`src/rtl/bltok_pkg.sv`:
```
// Shared types, codes and tables for the B-language token scanner.
// No dependencies.
package bltok_pkg;

  localparam int MAX_TEXT_LEN = 31;
  localparam int TC_W         = $clog2(MAX_TEXT_LEN + 1);
  localparam int KIND_W       = 6;
  localparam int LEN_W        = 5;
  localparam int KW_COUNT     = 9;
  localparam int KW_MAX       = 6;
  localparam int KW_IDX_W     = $clog2(KW_MAX);
  localparam int KW_BITS      = 8 * KW_MAX;
  localparam int RQ_DEPTH     = 4;
  localparam int RQ_PTR_W     = $clog2(RQ_DEPTH);
  localparam int RQ_CNT_W     = $clog2(RQ_DEPTH + 1);

  typedef struct packed {
    logic [7:0] character;
    logic       end_of_input;
  } src_word_t;

  typedef struct packed {
    logic [KIND_W-1:0] token_kind;
    logic [15:0]       token_value;
    logic [LEN_W-1:0]  text_length;
    logic [15:0]       line_number;
    logic              last_result;
  } tok_word_t;

  typedef enum logic [3:0] {
    MODE_IDLE, MODE_IDENT, MODE_NUM, MODE_CHAR, MODE_CHAR_ESC, MODE_STR, MODE_STR_ESC,
    MODE_PLUS, MODE_MINUS, MODE_BANG, MODE_LT, MODE_GT, MODE_EQ, MODE_EQEQ, MODE_EQLT,
    MODE_EQGT
  } mode_t;

  // Token kinds
  localparam logic [KIND_W-1:0] TK_END     = 6'd0;
  localparam logic [KIND_W-1:0] TK_INT     = 6'd1;
  localparam logic [KIND_W-1:0] TK_IDENT   = 6'd2;
  localparam logic [KIND_W-1:0] TK_STRING  = 6'd3;
  localparam logic [KIND_W-1:0] TK_AUTO    = 6'd4;
  localparam logic [KIND_W-1:0] TK_CHAR    = 6'd13;
  localparam logic [KIND_W-1:0] TK_INC     = 6'd14;
  localparam logic [KIND_W-1:0] TK_DEC     = 6'd15;
  localparam logic [KIND_W-1:0] TK_NE      = 6'd16;
  localparam logic [KIND_W-1:0] TK_LE      = 6'd17;
  localparam logic [KIND_W-1:0] TK_SHL     = 6'd18;
  localparam logic [KIND_W-1:0] TK_GE      = 6'd19;
  localparam logic [KIND_W-1:0] TK_SHR     = 6'd20;
  localparam logic [KIND_W-1:0] TK_AS_OR   = 6'd21;
  localparam logic [KIND_W-1:0] TK_AS_AND  = 6'd22;
  localparam logic [KIND_W-1:0] TK_AS_EQ   = 6'd23;
  localparam logic [KIND_W-1:0] TK_AS_EQEQ = 6'd24;
  localparam logic [KIND_W-1:0] TK_AS_LT   = 6'd25;
  localparam logic [KIND_W-1:0] TK_AS_LE   = 6'd26;
  localparam logic [KIND_W-1:0] TK_AS_SHL  = 6'd27;
  localparam logic [KIND_W-1:0] TK_AS_GT   = 6'd28;
  localparam logic [KIND_W-1:0] TK_AS_GE   = 6'd29;
  localparam logic [KIND_W-1:0] TK_AS_SHR  = 6'd30;
  localparam logic [KIND_W-1:0] TK_AS_SUB  = 6'd31;
  localparam logic [KIND_W-1:0] TK_AS_ADD  = 6'd32;
  localparam logic [KIND_W-1:0] TK_AS_MOD  = 6'd33;
  localparam logic [KIND_W-1:0] TK_AS_MUL  = 6'd34;
  localparam logic [KIND_W-1:0] TK_AS_DIV  = 6'd35;

  // Source bytes
  localparam logic [7:0] CH_TAB    = 8'h09;
  localparam logic [7:0] CH_NL     = 8'h0A;
  localparam logic [7:0] CH_CR     = 8'h0D;
  localparam logic [7:0] CH_BEL    = 8'h07;
  localparam logic [7:0] CH_SPACE  = 8'h20;
  localparam logic [7:0] CH_BANG   = 8'h21;
  localparam logic [7:0] CH_DQUOTE = 8'h22;
  localparam logic [7:0] CH_PCT    = 8'h25;
  localparam logic [7:0] CH_AMP    = 8'h26;
  localparam logic [7:0] CH_QUOTE  = 8'h27;
  localparam logic [7:0] CH_LPAREN = 8'h28;
  localparam logic [7:0] CH_RPAREN = 8'h29;
  localparam logic [7:0] CH_STAR   = 8'h2A;
  localparam logic [7:0] CH_PLUS   = 8'h2B;
  localparam logic [7:0] CH_MINUS  = 8'h2D;
  localparam logic [7:0] CH_SLASH  = 8'h2F;
  localparam logic [7:0] CH_ZERO   = 8'h30;
  localparam logic [7:0] CH_NINE   = 8'h39;
  localparam logic [7:0] CH_LT     = 8'h3C;
  localparam logic [7:0] CH_EQ     = 8'h3D;
  localparam logic [7:0] CH_GT     = 8'h3E;
  localparam logic [7:0] CH_UP_A   = 8'h41;
  localparam logic [7:0] CH_UP_Z   = 8'h5A;
  localparam logic [7:0] CH_USCORE = 8'h5F;
  localparam logic [7:0] CH_LO_A   = 8'h61;
  localparam logic [7:0] CH_LO_E   = 8'h65;
  localparam logic [7:0] CH_LO_N   = 8'h6E;
  localparam logic [7:0] CH_LO_R   = 8'h72;
  localparam logic [7:0] CH_LO_T   = 8'h74;
  localparam logic [7:0] CH_LO_Z   = 8'h7A;
  localparam logic [7:0] CH_LBRACE = 8'h7B;
  localparam logic [7:0] CH_BAR    = 8'h7C;
  localparam logic [7:0] CH_RBRACE = 8'h7D;

  // Keyword text, first byte in the top byte, unused bytes zero.
  function automatic logic [KW_BITS-1:0] kw_word(input int k);
    logic [KW_BITS-1:0] w;
    case (k)
      0:       w = 48'h6175746F0000;  // auto
      1:       w = 48'h657874726E00;  // extrn
      2:       w = 48'h696600000000;  // if
      3:       w = 48'h656C73650000;  // else
      4:       w = 48'h7768696C6500;  // while
      5:       w = 48'h72657475726E;  // return
      6:       w = 48'h676F746F0000;  // goto
      7:       w = 48'h737769746368;  // switch
      8:       w = 48'h636173650000;  // case
      default: w = '0;
    endcase
    return w;
  endfunction

  function automatic logic [TC_W-1:0] kw_len(input int k);
    logic [TC_W-1:0] n;
    case (k)
      0, 3, 6, 8: n = TC_W'(4);
      1, 4:       n = TC_W'(5);
      2:          n = TC_W'(2);
      5, 7:       n = TC_W'(6);
      default:    n = '0;
    endcase
    return n;
  endfunction

endpackage

```
`src/rtl/bltok_rq.sv`:
```
// Result queue of the token scanner: takes up to two words a cycle, gives one.
// Depends on bltok_pkg.
module bltok_rq (
  input  logic                 clk,
  input  logic                 rst,
  input  bltok_pkg::tok_word_t wr0,
  input  bltok_pkg::tok_word_t wr1,
  input  logic [1:0]           wr_count,
  output logic                 room,
  output bltok_pkg::tok_word_t rd_data,
  output logic                 rd_valid,
  input  logic                 rd_ready
);
  import bltok_pkg::*;

  tok_word_t             mem [RQ_DEPTH];
  logic [RQ_PTR_W-1:0]   wp;
  logic [RQ_PTR_W-1:0]   rp;
  logic [RQ_CNT_W-1:0]   count;
  logic                  pop;

  assign pop      = rd_valid && rd_ready;
  assign rd_valid = (count != '0);
  assign rd_data  = mem[rp];
  // Two free entries are needed, as one item can leave two tokens.
  assign room     = (count <= RQ_CNT_W'(RQ_DEPTH - 2));

  always_ff @(posedge clk) begin
    if (rst) begin
      wp    <= '0;
      rp    <= '0;
      count <= '0;
    end else begin
      wp    <= wp + RQ_PTR_W'(wr_count);
      rp    <= rp + RQ_PTR_W'(pop);
      count <= count + RQ_CNT_W'(wr_count) - RQ_CNT_W'(pop);
    end
  end

  always_ff @(posedge clk) begin
    if (wr_count != 2'd0) begin
      mem[wp] <= wr0;
    end
    if (wr_count == 2'd2) begin
      mem[wp + RQ_PTR_W'(1)] <= wr1;
    end
  end

endmodule

```
`src/rtl/bltok_core.sv`:
```
// Scanner state and one-pass step logic: one source word in, up to two tokens out.
// Depends on bltok_pkg.
module bltok_core (
  input  logic                 clk,
  input  logic                 rst,
  input  logic                 advance,
  input  bltok_pkg::src_word_t item,
  output bltok_pkg::tok_word_t res0,
  output bltok_pkg::tok_word_t res1,
  output logic [1:0]           res_count
);
  import bltok_pkg::*;

  mode_t                 mode;
  mode_t                 mode_next;
  mode_t                 start_mode;
  logic [15:0]           line_count;
  logic [15:0]           line_count_next;
  logic [15:0]           acc;
  logic [15:0]           acc_next;
  logic                  octal;
  logic                  octal_next;
  logic [TC_W-1:0]       text_count;
  logic [TC_W-1:0]       text_count_next;
  logic [7:0]            prefix [KW_MAX];
  logic                  prefix_we;
  logic [KW_IDX_W-1:0]   prefix_idx;

  logic [7:0]            c;
  logic                  eoi;
  logic                  c_alpha;
  logic                  c_digit;
  logic                  c_space;
  logic                  start_single;
  logic                  rescan;
  logic [3:0]            dval;
  logic [15:0]           acc_oct;
  logic [15:0]           acc_dec;
  logic [KIND_W-1:0]     kw_kind;
  logic                  kw_hit;
  logic [KW_BITS-1:0]    kw_w;
  tok_word_t             flush_tok;
  tok_word_t             own_tok;
  logic                  flush_v;
  logic                  own_v;

  function automatic logic [7:0] unescape(input logic [7:0] b);
    logic [7:0] r;
    case (b) inside
      CH_ZERO, CH_LO_E: r = 8'h00;
      CH_LPAREN:        r = CH_LBRACE;
      CH_RPAREN:        r = CH_RBRACE;
      CH_LO_T:          r = CH_TAB;
      CH_LO_N:          r = CH_NL;
      CH_LO_R:          r = CH_CR;
      CH_LO_A:          r = CH_BEL;
      default:          r = b;
    endcase
    return r;
  endfunction

  assign c       = item.character;
  assign eoi     = item.end_of_input;
  assign c_alpha = (c == CH_USCORE) || (c >= CH_LO_A && c <= CH_LO_Z) ||
                   (c >= CH_UP_A && c <= CH_UP_Z);
  assign c_digit = (c >= CH_ZERO) && (c <= CH_NINE);
  assign c_space = (c == CH_SPACE) || (c == CH_TAB) || (c == CH_NL);
  // Digit bytes sit at 0x30, so the low nibble is the digit value
  assign dval    = c[3:0];
  assign acc_oct = {acc[12:0], 3'b000} + 16'(dval);
  assign acc_dec = {acc[12:0], 3'b000} + {acc[14:0], 1'b0} + 16'(dval);

  // Mode a fresh byte opens when scanned from idle.
  always_comb begin
    start_mode = MODE_IDLE;
    if (c_alpha) begin
      start_mode = MODE_IDENT;
    end else if (c_digit) begin
      start_mode = MODE_NUM;
    end else begin
      case (c)
        CH_QUOTE:  start_mode = MODE_CHAR;
        CH_DQUOTE: start_mode = MODE_STR;
        CH_PLUS:   start_mode = MODE_PLUS;
        CH_MINUS:  start_mode = MODE_MINUS;
        CH_BANG:   start_mode = MODE_BANG;
        CH_LT:     start_mode = MODE_LT;
        CH_GT:     start_mode = MODE_GT;
        CH_EQ:     start_mode = MODE_EQ;
        default:   start_mode = MODE_IDLE;
      endcase
    end
  end

  assign start_single = (start_mode == MODE_IDLE) && !c_space;

  // Keyword lookup over the stored first bytes of the identifier.
  always_comb begin
    kw_kind = TK_IDENT;
    kw_hit  = 1'b0;
    kw_w    = '0;
    for (int k = KW_COUNT - 1; k >= 0; k--) begin
      kw_w   = kw_word(k);
      kw_hit = (text_count == kw_len(k));
      for (int i = 0; i < KW_MAX; i++) begin
        if (TC_W'(i) < kw_len(k) && prefix[i] != kw_w[KW_BITS-1-8*i -: 8]) begin
          kw_hit = 1'b0;
        end
      end
      if (kw_hit) begin
        kw_kind = TK_AUTO + KIND_W'(k);
      end
    end
  end

  // Next state
  always_comb begin
    rescan    = 1'b0;
    mode_next = mode;
    if (eoi) begin
      mode_next = MODE_IDLE;
    end else begin
      unique case (mode)
        MODE_IDLE:     rescan = 1'b1;
        MODE_IDENT:    rescan = !(c_alpha || c_digit);
        MODE_NUM:      rescan = !c_digit;
        MODE_CHAR: begin
          if (c == CH_QUOTE) begin
            mode_next = MODE_IDLE;
          end else if (c == CH_STAR) begin
            mode_next = MODE_CHAR_ESC;
          end
        end
        MODE_CHAR_ESC: mode_next = MODE_CHAR;
        MODE_STR: begin
          if (c == CH_DQUOTE) begin
            mode_next = MODE_IDLE;
          end else if (c == CH_STAR) begin
            mode_next = MODE_STR_ESC;
          end
        end
        MODE_STR_ESC:  mode_next = MODE_STR;
        MODE_PLUS: begin
          if (c == CH_PLUS) mode_next = MODE_IDLE; else rescan = 1'b1;
        end
        MODE_MINUS: begin
          if (c == CH_MINUS) mode_next = MODE_IDLE; else rescan = 1'b1;
        end
        MODE_BANG: begin
          if (c == CH_EQ) mode_next = MODE_IDLE; else rescan = 1'b1;
        end
        MODE_LT: begin
          if (c == CH_EQ || c == CH_LT) mode_next = MODE_IDLE; else rescan = 1'b1;
        end
        MODE_GT: begin
          if (c == CH_EQ || c == CH_GT) mode_next = MODE_IDLE; else rescan = 1'b1;
        end
        MODE_EQ: begin
          case (c) inside
            CH_BAR, CH_AMP, CH_MINUS, CH_PLUS, CH_PCT, CH_STAR, CH_SLASH:
                     mode_next = MODE_IDLE;
            CH_EQ:   mode_next = MODE_EQEQ;
            CH_LT:   mode_next = MODE_EQLT;
            CH_GT:   mode_next = MODE_EQGT;
            default: rescan = 1'b1;
          endcase
        end
        MODE_EQEQ: begin
          if (c == CH_EQ) mode_next = MODE_IDLE; else rescan = 1'b1;
        end
        MODE_EQLT: begin
          if (c == CH_EQ || c == CH_LT) mode_next = MODE_IDLE; else rescan = 1'b1;
        end
        MODE_EQGT: begin
          if (c == CH_EQ || c == CH_GT) mode_next = MODE_IDLE; else rescan = 1'b1;
        end
        default:       rescan = 1'b1;
      endcase
      if (rescan) begin
        mode_next = start_mode;
      end
    end
  end

  // Outputs: tokens and datapath updates
  always_comb begin
    acc_next        = acc;
    octal_next      = octal;
    text_count_next = text_count;
    line_count_next = line_count;
    prefix_we       = 1'b0;
    prefix_idx      = text_count[KW_IDX_W-1:0];
    flush_tok       = '0;
    own_tok         = '0;
    flush_tok.line_number = line_count;
    own_tok.line_number   = line_count;
    own_v           = 1'b0;

    // Token left pending by the current mode.
    unique case (mode) inside
      MODE_IDLE: ;
      MODE_IDENT: begin
        flush_tok.token_kind  = kw_kind;
        flush_tok.text_length = LEN_W'(text_count);
      end
      MODE_NUM: begin
        flush_tok.token_kind  = TK_INT;
        flush_tok.token_value = acc;
        flush_tok.text_length = LEN_W'(text_count);
      end
      MODE_CHAR, MODE_CHAR_ESC: begin
        flush_tok.token_kind  = TK_INT;
        flush_tok.token_value = acc;
      end
      MODE_STR, MODE_STR_ESC: flush_tok.token_kind = TK_STRING;
      MODE_PLUS: begin
        flush_tok.token_kind  = TK_CHAR;
        flush_tok.token_value = {8'h00, CH_PLUS};
      end
      MODE_MINUS: begin
        flush_tok.token_kind  = TK_CHAR;
        flush_tok.token_value = {8'h00, CH_MINUS};
      end
      MODE_BANG: begin
        flush_tok.token_kind  = TK_CHAR;
        flush_tok.token_value = {8'h00, CH_BANG};
      end
      MODE_LT: begin
        flush_tok.token_kind  = TK_CHAR;
        flush_tok.token_value = {8'h00, CH_LT};
      end
      MODE_GT: begin
        flush_tok.token_kind  = TK_CHAR;
        flush_tok.token_value = {8'h00, CH_GT};
      end
      MODE_EQ: begin
        flush_tok.token_kind  = TK_CHAR;
        flush_tok.token_value = {8'h00, CH_EQ};
      end
      MODE_EQEQ: flush_tok.token_kind = TK_AS_EQ;
      MODE_EQLT: flush_tok.token_kind = TK_AS_LT;
      MODE_EQGT: flush_tok.token_kind = TK_AS_GT;
      default: ;
    endcase
    flush_v = (eoi || rescan) && (mode != MODE_IDLE);

    if (eoi) begin
      own_v              = 1'b1;
      own_tok.token_kind = TK_END;
    end else if (rescan) begin
      acc_next        = '0;
      octal_next      = 1'b0;
      text_count_next = '0;
      if (c == CH_NL) begin
        line_count_next = line_count + 16'd1;
      end
      if (c_alpha) begin
        prefix_we       = 1'b1;
        prefix_idx      = '0;
        text_count_next = TC_W'(1);
      end
      if (c_digit) begin
        acc_next        = 16'(dval);
        octal_next      = (c == CH_ZERO);
        text_count_next = TC_W'(1);
      end
      if (start_single) begin
        own_v               = 1'b1;
        own_tok.token_kind  = TK_CHAR;
        own_tok.token_value = {8'h00, c};
      end
    end else begin
      unique case (mode)
        MODE_IDENT: begin
          prefix_we = (text_count < TC_W'(KW_MAX));
          if (text_count < TC_W'(MAX_TEXT_LEN)) begin
            text_count_next = text_count + TC_W'(1);
          end
        end
        MODE_NUM: begin
          acc_next = octal ? acc_oct : acc_dec;
          if (text_count < TC_W'(MAX_TEXT_LEN)) begin
            text_count_next = text_count + TC_W'(1);
          end
        end
        MODE_CHAR: begin
          if (c == CH_QUOTE) begin
            own_v               = 1'b1;
            own_tok.token_kind  = TK_INT;
            own_tok.token_value = acc;
          end else if (c != CH_STAR) begin
            acc_next = {acc[7:0], c};
          end
        end
        MODE_CHAR_ESC: acc_next = {acc[7:0], unescape(c)};
        MODE_STR: begin
          own_v              = (c == CH_DQUOTE);
          own_tok.token_kind = TK_STRING;
        end
        MODE_PLUS: begin
          own_v              = 1'b1;
          own_tok.token_kind = TK_INC;
        end
        MODE_MINUS: begin
          own_v              = 1'b1;
          own_tok.token_kind = TK_DEC;
        end
        MODE_BANG: begin
          own_v              = 1'b1;
          own_tok.token_kind = TK_NE;
        end
        MODE_LT: begin
          own_v              = 1'b1;
          own_tok.token_kind = (c == CH_EQ) ? TK_LE : TK_SHL;
        end
        MODE_GT: begin
          own_v              = 1'b1;
          own_tok.token_kind = (c == CH_EQ) ? TK_GE : TK_SHR;
        end
        MODE_EQ: begin
          own_v = 1'b1;
          case (c)
            CH_BAR:   own_tok.token_kind = TK_AS_OR;
            CH_AMP:   own_tok.token_kind = TK_AS_AND;
            CH_MINUS: own_tok.token_kind = TK_AS_SUB;
            CH_PLUS:  own_tok.token_kind = TK_AS_ADD;
            CH_PCT:   own_tok.token_kind = TK_AS_MOD;
            CH_STAR:  own_tok.token_kind = TK_AS_MUL;
            CH_SLASH: own_tok.token_kind = TK_AS_DIV;
            default:  own_v = 1'b0;  // two-byte prefix of a longer operator
          endcase
        end
        MODE_EQEQ: begin
          own_v              = 1'b1;
          own_tok.token_kind = TK_AS_EQEQ;
        end
        MODE_EQLT: begin
          own_v              = 1'b1;
          own_tok.token_kind = (c == CH_EQ) ? TK_AS_LE : TK_AS_SHL;
        end
        MODE_EQGT: begin
          own_v              = 1'b1;
          own_tok.token_kind = (c == CH_EQ) ? TK_AS_GE : TK_AS_SHR;
        end
        default: ;
      endcase
    end
  end

  // Pack the pending token first, then the one this word produced.
  always_comb begin
    res_count        = {1'b0, flush_v} + {1'b0, own_v};
    res0             = flush_v ? flush_tok : own_tok;
    res0.last_result = !(flush_v && own_v);
    res1             = own_tok;
    res1.last_result = 1'b1;
  end

  always_ff @(posedge clk) begin
    if (rst) begin
      mode       <= MODE_IDLE;
      line_count <= 16'd1;
      acc        <= '0;
      octal      <= 1'b0;
      text_count <= '0;
    end else if (advance) begin
      mode       <= mode_next;
      line_count <= line_count_next;
      acc        <= acc_next;
      octal      <= octal_next;
      text_count <= text_count_next;
    end
  end

  always_ff @(posedge clk) begin
    if (advance && prefix_we) begin
      prefix[prefix_idx] <= c;
    end
  end

endmodule

```
`src/rtl/b_language_token_scanner.sv`:
```
// Top level of the B-language token scanner: input word register, step logic, result queue.
// Depends on bltok_pkg, bltok_core and bltok_rq.
//
//   channel | signals                       | word
//   --------+-------------------------------+----------------------------------------
//   source  | src_valid, src_ready, src_data | one byte or end-of-input mark
//   tokens  | tok_valid, tok_ready, tok_data | one token, last_result on the final one
//
// Flow: a word reaches the step logic in the cycle after it is taken; its tokens are written
// to the result queue and read on tok_data. One word a cycle is sustained while each word
// yields at most one token and tok_ready is high; a pair leaves the one-word port in turn.
// Reset: clears the scanner mode, the line count (to one), queue pointers and held_valid.
// Stalls: hold the registered word while the four-entry result queue has fewer than two free
// entries; a new word is taken in the same cycle as the held one moves on.
module b_language_token_scanner (
  input  logic                 clk,
  input  logic                 rst,
  input  logic                 src_valid,
  output logic                 src_ready,
  input  bltok_pkg::src_word_t src_data,
  output logic                 tok_valid,
  input  logic                 tok_ready,
  output bltok_pkg::tok_word_t tok_data
);
  import bltok_pkg::*;

  src_word_t  held_item;
  logic       held_valid;
  logic       room;
  logic       advance;
  tok_word_t  res0;
  tok_word_t  res1;
  logic [1:0] res_count;
  logic [1:0] push_count;

  // Advance the held word once the queue can take both tokens it might produce.
  assign advance    = held_valid && room;
  assign src_ready  = !held_valid || advance;
  assign push_count = advance ? res_count : 2'd0;

  always_ff @(posedge clk) begin
    if (rst) begin
      held_valid <= 1'b0;
    end else if (src_valid && src_ready) begin
      held_valid <= 1'b1;
    end else if (advance) begin
      held_valid <= 1'b0;
    end
  end

  // Payload register: no reset needed.
  always_ff @(posedge clk) begin
    if (src_valid && src_ready) begin
      held_item <= src_data;
    end
  end

  bltok_core u_core (
    .clk       (clk),
    .rst       (rst),
    .advance   (advance),
    .item      (held_item),
    .res0      (res0),
    .res1      (res1),
    .res_count (res_count)
  );

  bltok_rq u_rq (
    .clk      (clk),
    .rst      (rst),
    .wr0      (res0),
    .wr1      (res1),
    .wr_count (push_count),
    .room     (room),
    .rd_data  (tok_data),
    .rd_valid (tok_valid),
    .rd_ready (tok_ready)
  );

endmodule

```
`config.mk`:
```
export PLATFORM = sky130hd
export DESIGN_NAME = b_language_token_scanner
export DESIGN_NICKNAME = d
export VERILOG_FILES = /design/src/rtl/bltok_pkg.sv /design/src/rtl/bltok_rq.sv /design/src/rtl/bltok_core.sv /design/src/rtl/b_language_token_scanner.sv
export SDC_FILE = /design/constraint.sdc
export NUM_CORES = 1
export LEC_CHECK = 0
export BUFFER_PORTS_ARGS = -buffer_cell sky130_fd_sc_hd__buf_4
export CAP_MARGIN = 20
export CORE_ASPECT_RATIO = 0.7
export CORE_UTILIZATION = 25
export CTS_BUF_LIST = sky130_fd_sc_hd__clkbuf_2 sky130_fd_sc_hd__clkbuf_4 sky130_fd_sc_hd__clkbuf_8
export CTS_CLUSTER_DIAMETER = 150
export DETAILED_ROUTE_END_ITERATION = 12
export GPL_ROUTABILITY_DRIVEN = 0
export SLEW_MARGIN = 0
export SYNTH_ARGS = -nofsm -noshare
export SYNTH_HDL_FRONTEND = slang
export SYNTH_SLANG_ARGS = --single-unit
export TNS_END_PERCENT = 1
```
`constraint.sdc`:
```
create_clock -name clk -period 6.7 [get_ports clk]
set_clock_uncertainty 0.05 [all_clocks]
set_input_delay 0.67 -clock clk [delete_from_list [all_inputs] [get_ports clk]]
set_output_delay 0.67 -clock clk [all_outputs]
set_load 0.02 [all_outputs]
```
==> summary.md <==
The run finished with clean final reports. The global routing usage on met1 was 0.210. Counting stages on the worst path, the most repeated cell is sky130_fd_sc_hd__nor2_1.

The logs give 0 for the remaining number of nets flagged by the antenna check after routing and 1471 for the net count of the mapped netlist. The first routing iteration left 1353 violations. The critical path startpoint was held_item[5]. For the final count of negative-setup-slack endpoints, the log shows 0. In the post-synthesis netlist, the cell with the most instances is sky130_fd_sc_hd__edfxtp_1. The DRC violation count after routing is 0. The run gives 0.0401 as the global routing usage on met3. At the later pin of the worst-skew pair, clock insertion delay measures 0.58 ns. In the final timing run, aggregate negative setup slack is 0 ns. The global-route met2 utilization is 0.204, and the area occupied by multi-input gates is 7170 um2. For the number of max-slew violations in the final report, the log shows 0. The area share of the leading cell type in the synthesized netlist came out at 0.408. Ratio of cells with drive above 1 in the final layout: 0.164. Counting flops with a built-in enable in the synthesized netlist gives 209.

TritonCTS built the clock tree. In the synthesized netlist, the cells that appear most often are 209 x sky130_fd_sc_hd__edfxtp_1, 142 x sky130_fd_sc_hd__nand2_1, 109 x sky130_fd_sc_hd__nor2_1. Final hold analysis gives a worst-case slack of 0.222 ns. The most area-hungry cell type in the Yosys netlist is sky130_fd_sc_hd__edfxtp_1.

For this design the static power due to leakage is 5.64 nW. The run gives 0.00447 W as the total chip power. The logs give 0.255 for the starting density of the core and 1507 for the count of nets after finishing.

The power density over cell area is 255 nW/um2. The tools report the worst slew slack as a fraction of its limit as 0.273. Derived from the worst setup path, the maximum achievable clock frequency is 0.175 GHz. The tools report the half-perimeter wire length after detailed placement as 32.1 mm.

The number of sinks driven by the clock tree was 283. The number of antenna violations at the first check in global routing came out at 3. The first detailed-routing pass ran for 6 iterations. The die covers 62600 um2.

A synthesized cell averages 10.9 um2. The run gives 59 as the number of placed I/O pins. The part of the total power dissipated in combinational logic was 0.199.

STA classifies the critical path startpoint as a register. For the worst setup path, the data arrival time is 5.93 ns. The cell chosen for the clock root was sky130_fd_sc_hd__clkbuf_8. The first global-routing pass estimated 69.7 mm of wire. The clock passes through at most 3 buffers.

The critical path contains buffers and inverters numbering 3 combined. The yosys synthesis warning count came out at 0. Relative to the synthesized area, the layout overhead comes to 13.8%. In this design, the stage delay of the slowest critical-path cell is 0.74 ns.

Largest vdd supply drop: 0.000172 V. Cell internal power was estimated by the tool at 0.00316 W. The switching share of power was 0.293; the hold violation count in the final report was 0. Start-to-end type of the worst setup path: register to register. The quantity of hold-fixing buffers added after cts was 0; the worst-margin pin slew was 1.09 ns. met1 is the most crowded layer.

Width of the die: 299 um. For this design, the slowest cell found on the critical path is sky130_fd_sc_hd__nor4b_4. The total track usage came out at 0.143.

The worst hold path begins at src_data[0]. Buffers added to address setup during post-CTS repair amount to 0. The logs give 0 for the total of cells resized after clock tree synthesis and 2 for the deepest level of the CTS H-tree.

The clock group share of total power came out at 0.328. The endpoint kind of the worst setup timing path is a register. Across all register-to-register paths, the minimum setup slack is 0.97 ns.

The period utilization works out to 0.855. The fraction of synthesis flops using an asynchronous set or reset pin was 0; the power share of the sequential group was 0.473. The most used flip-flop cell after synthesis is sky130_fd_sc_hd__edfxtp_1. The critical path goes through nor4b_4 > nand3_1 > a211oi_2 > o311ai_4 > o32ai_4 > inv_4 > ha_1 > o21ai_1 > nor2_1 > nor2_1 > inv_2 > buf_4. Counting flops and latches in the post-synthesis netlist gives 283. Setup repair after global routing left no endpoint under its margin. The clock period could shrink to 5.73 ns. The via count of the first global-routing pass came out at 11500.

The cell family contributing the most delay on the critical path is compound AO/OA/AOI/OAI gates. TritonCTS created 42 clock buffers. Sorting the synthesized cells by area gives the leading types as sky130_fd_sc_hd__edfxtp_1 41%, sky130_fd_sc_hd__dfxtp_1 9.6%, sky130_fd_sc_hd__mux4_2 6.4%. The residual overflow from global routing came out at 0. The tools report the cell area after synthesis as 15400 um2.

STA puts the critical path data required time at 6.90 ns. Of all nets on the critical path, the largest fanout is 39. The count of buffers inserted at the top-level ports was 58. The filler cells instantiated in the layout total 6222. Entering global routing, the biggest net connects 46 pins. The startpoint identified for the worst register-to-register timing path is held_item[5]. Yosys mapped the design onto 98 distinct sky130hd cell types. Number of max-capacitance violations reported: 0. The min-delay analysis places its worst path in the category primary input to register. The detailed-route vias per instance was 5.23; the register area was 7760 um2.

The floorplan die height works out to 210 um. The part of the Yosys area used for sequential elements was 0.504; the wire length after detailed routing was 45.5 mm. The CTS clock-pin slew for the worst setup and hold paths came out at 0.07 ns. The number of antenna diodes in the final layout is 0. The net switching power is 0.00131 W, and the standard-cell row count is 75. The core area came out at 60400 um2. The average wire per cell in the routed design is 19.8 um, and the total via count after detailed routing is 12000.

Synthesis produced a netlist whose cell count is 1416.
## per-stage QoR
step                      cell area [um2]  setup slack (ns)  cells  utilization
after floorplan                     15400              1.08   1416            -
after global placement              16600              1.27   2216        0.275
after detailed placement            16600              1.10   2216        0.275
after CTS                           17500              1.07   2293        0.290
after global routing                17500             0.558   2293        0.290
final                               17500             0.970   2293        0.290
## power by group through the flow
stage	combinational [W]	clock [W]	sequential (W)
after floorplan	0.000668	0	0.00202
after global placement	0.000892	0	0.00215
after detailed placement	0.000892	0	0.00216
after CTS	0.000897	0.00150	0.00212
after global routing	0.000951	0.00158	0.00214
final	0.000891	0.00147	0.00211
## per-layer routing
metal  vias up  part of all wire
li1       5447                 -
met1      5875              0.46
met2       587              0.42
met3        80              0.10
met4         4             0.017
met5         -           0.00059
## layout make-up
| type | count | share of cell area |
|---|---|---|
| flip-flops and latches | 283 | 0.443 |
| multi-input cells | 1018 | 0.409 |
| well taps | 808 | 0.0577 |
| clock buffers | 70 | 0.0482 |
| repair buffers | 79 | 0.0338 |
| inverters | 28 | 0.00614 |
| clock inverters | 7 | 0.00221 |
## flip-flops by register name, summed over array words and instances, names as in the netlist, 3 cells and up
name / count
u_rq.mem: 176
u_core.mode: 4
u_core.line_count: 16
held_item: 9
u_core.text_count: 5
u_core.acc: 16
u_core.prefix: 48
u_rq.count: 3
## layout by cell type (no fill, tap or decap), drive strengths merged, types with 39 or more instances in the layout
cell type,instances
edfxtp,209
nand2,143
nor2,110
buf,79
dfxtp,74
o21ai,71
a21oi,70
clkbuf,70
nor2b,57
and2,56
mux4,44
o22ai,43
nand3,41
ha,39
nor3,39
## kinds of logic after synthesis
| kind of cell | count (synthesis) | share of synthesized area |
|---|---|---|
| buf+inv | 115 | 0.0312 |
| fa+ha+maj | 42 | 0.0356 |
| simple gates | 577 | 0.200 |
| compound gates | 307 | 0.137 |
| mux | 49 | 0.0678 |
| flops | 283 | 0.504 |
| xor+xnor | 43 | 0.0245 |
## worst paths after layout
check / to / cells past startpoint
max reg2reg: u_rq.mem[3][32] / 12
min: held_item[0] / 1
max: u_rq.mem[3][32] / 12
min reg2reg: u_rq.mem[1][17] / 2
No activity file was read; power rests on OpenSTA's default activity.
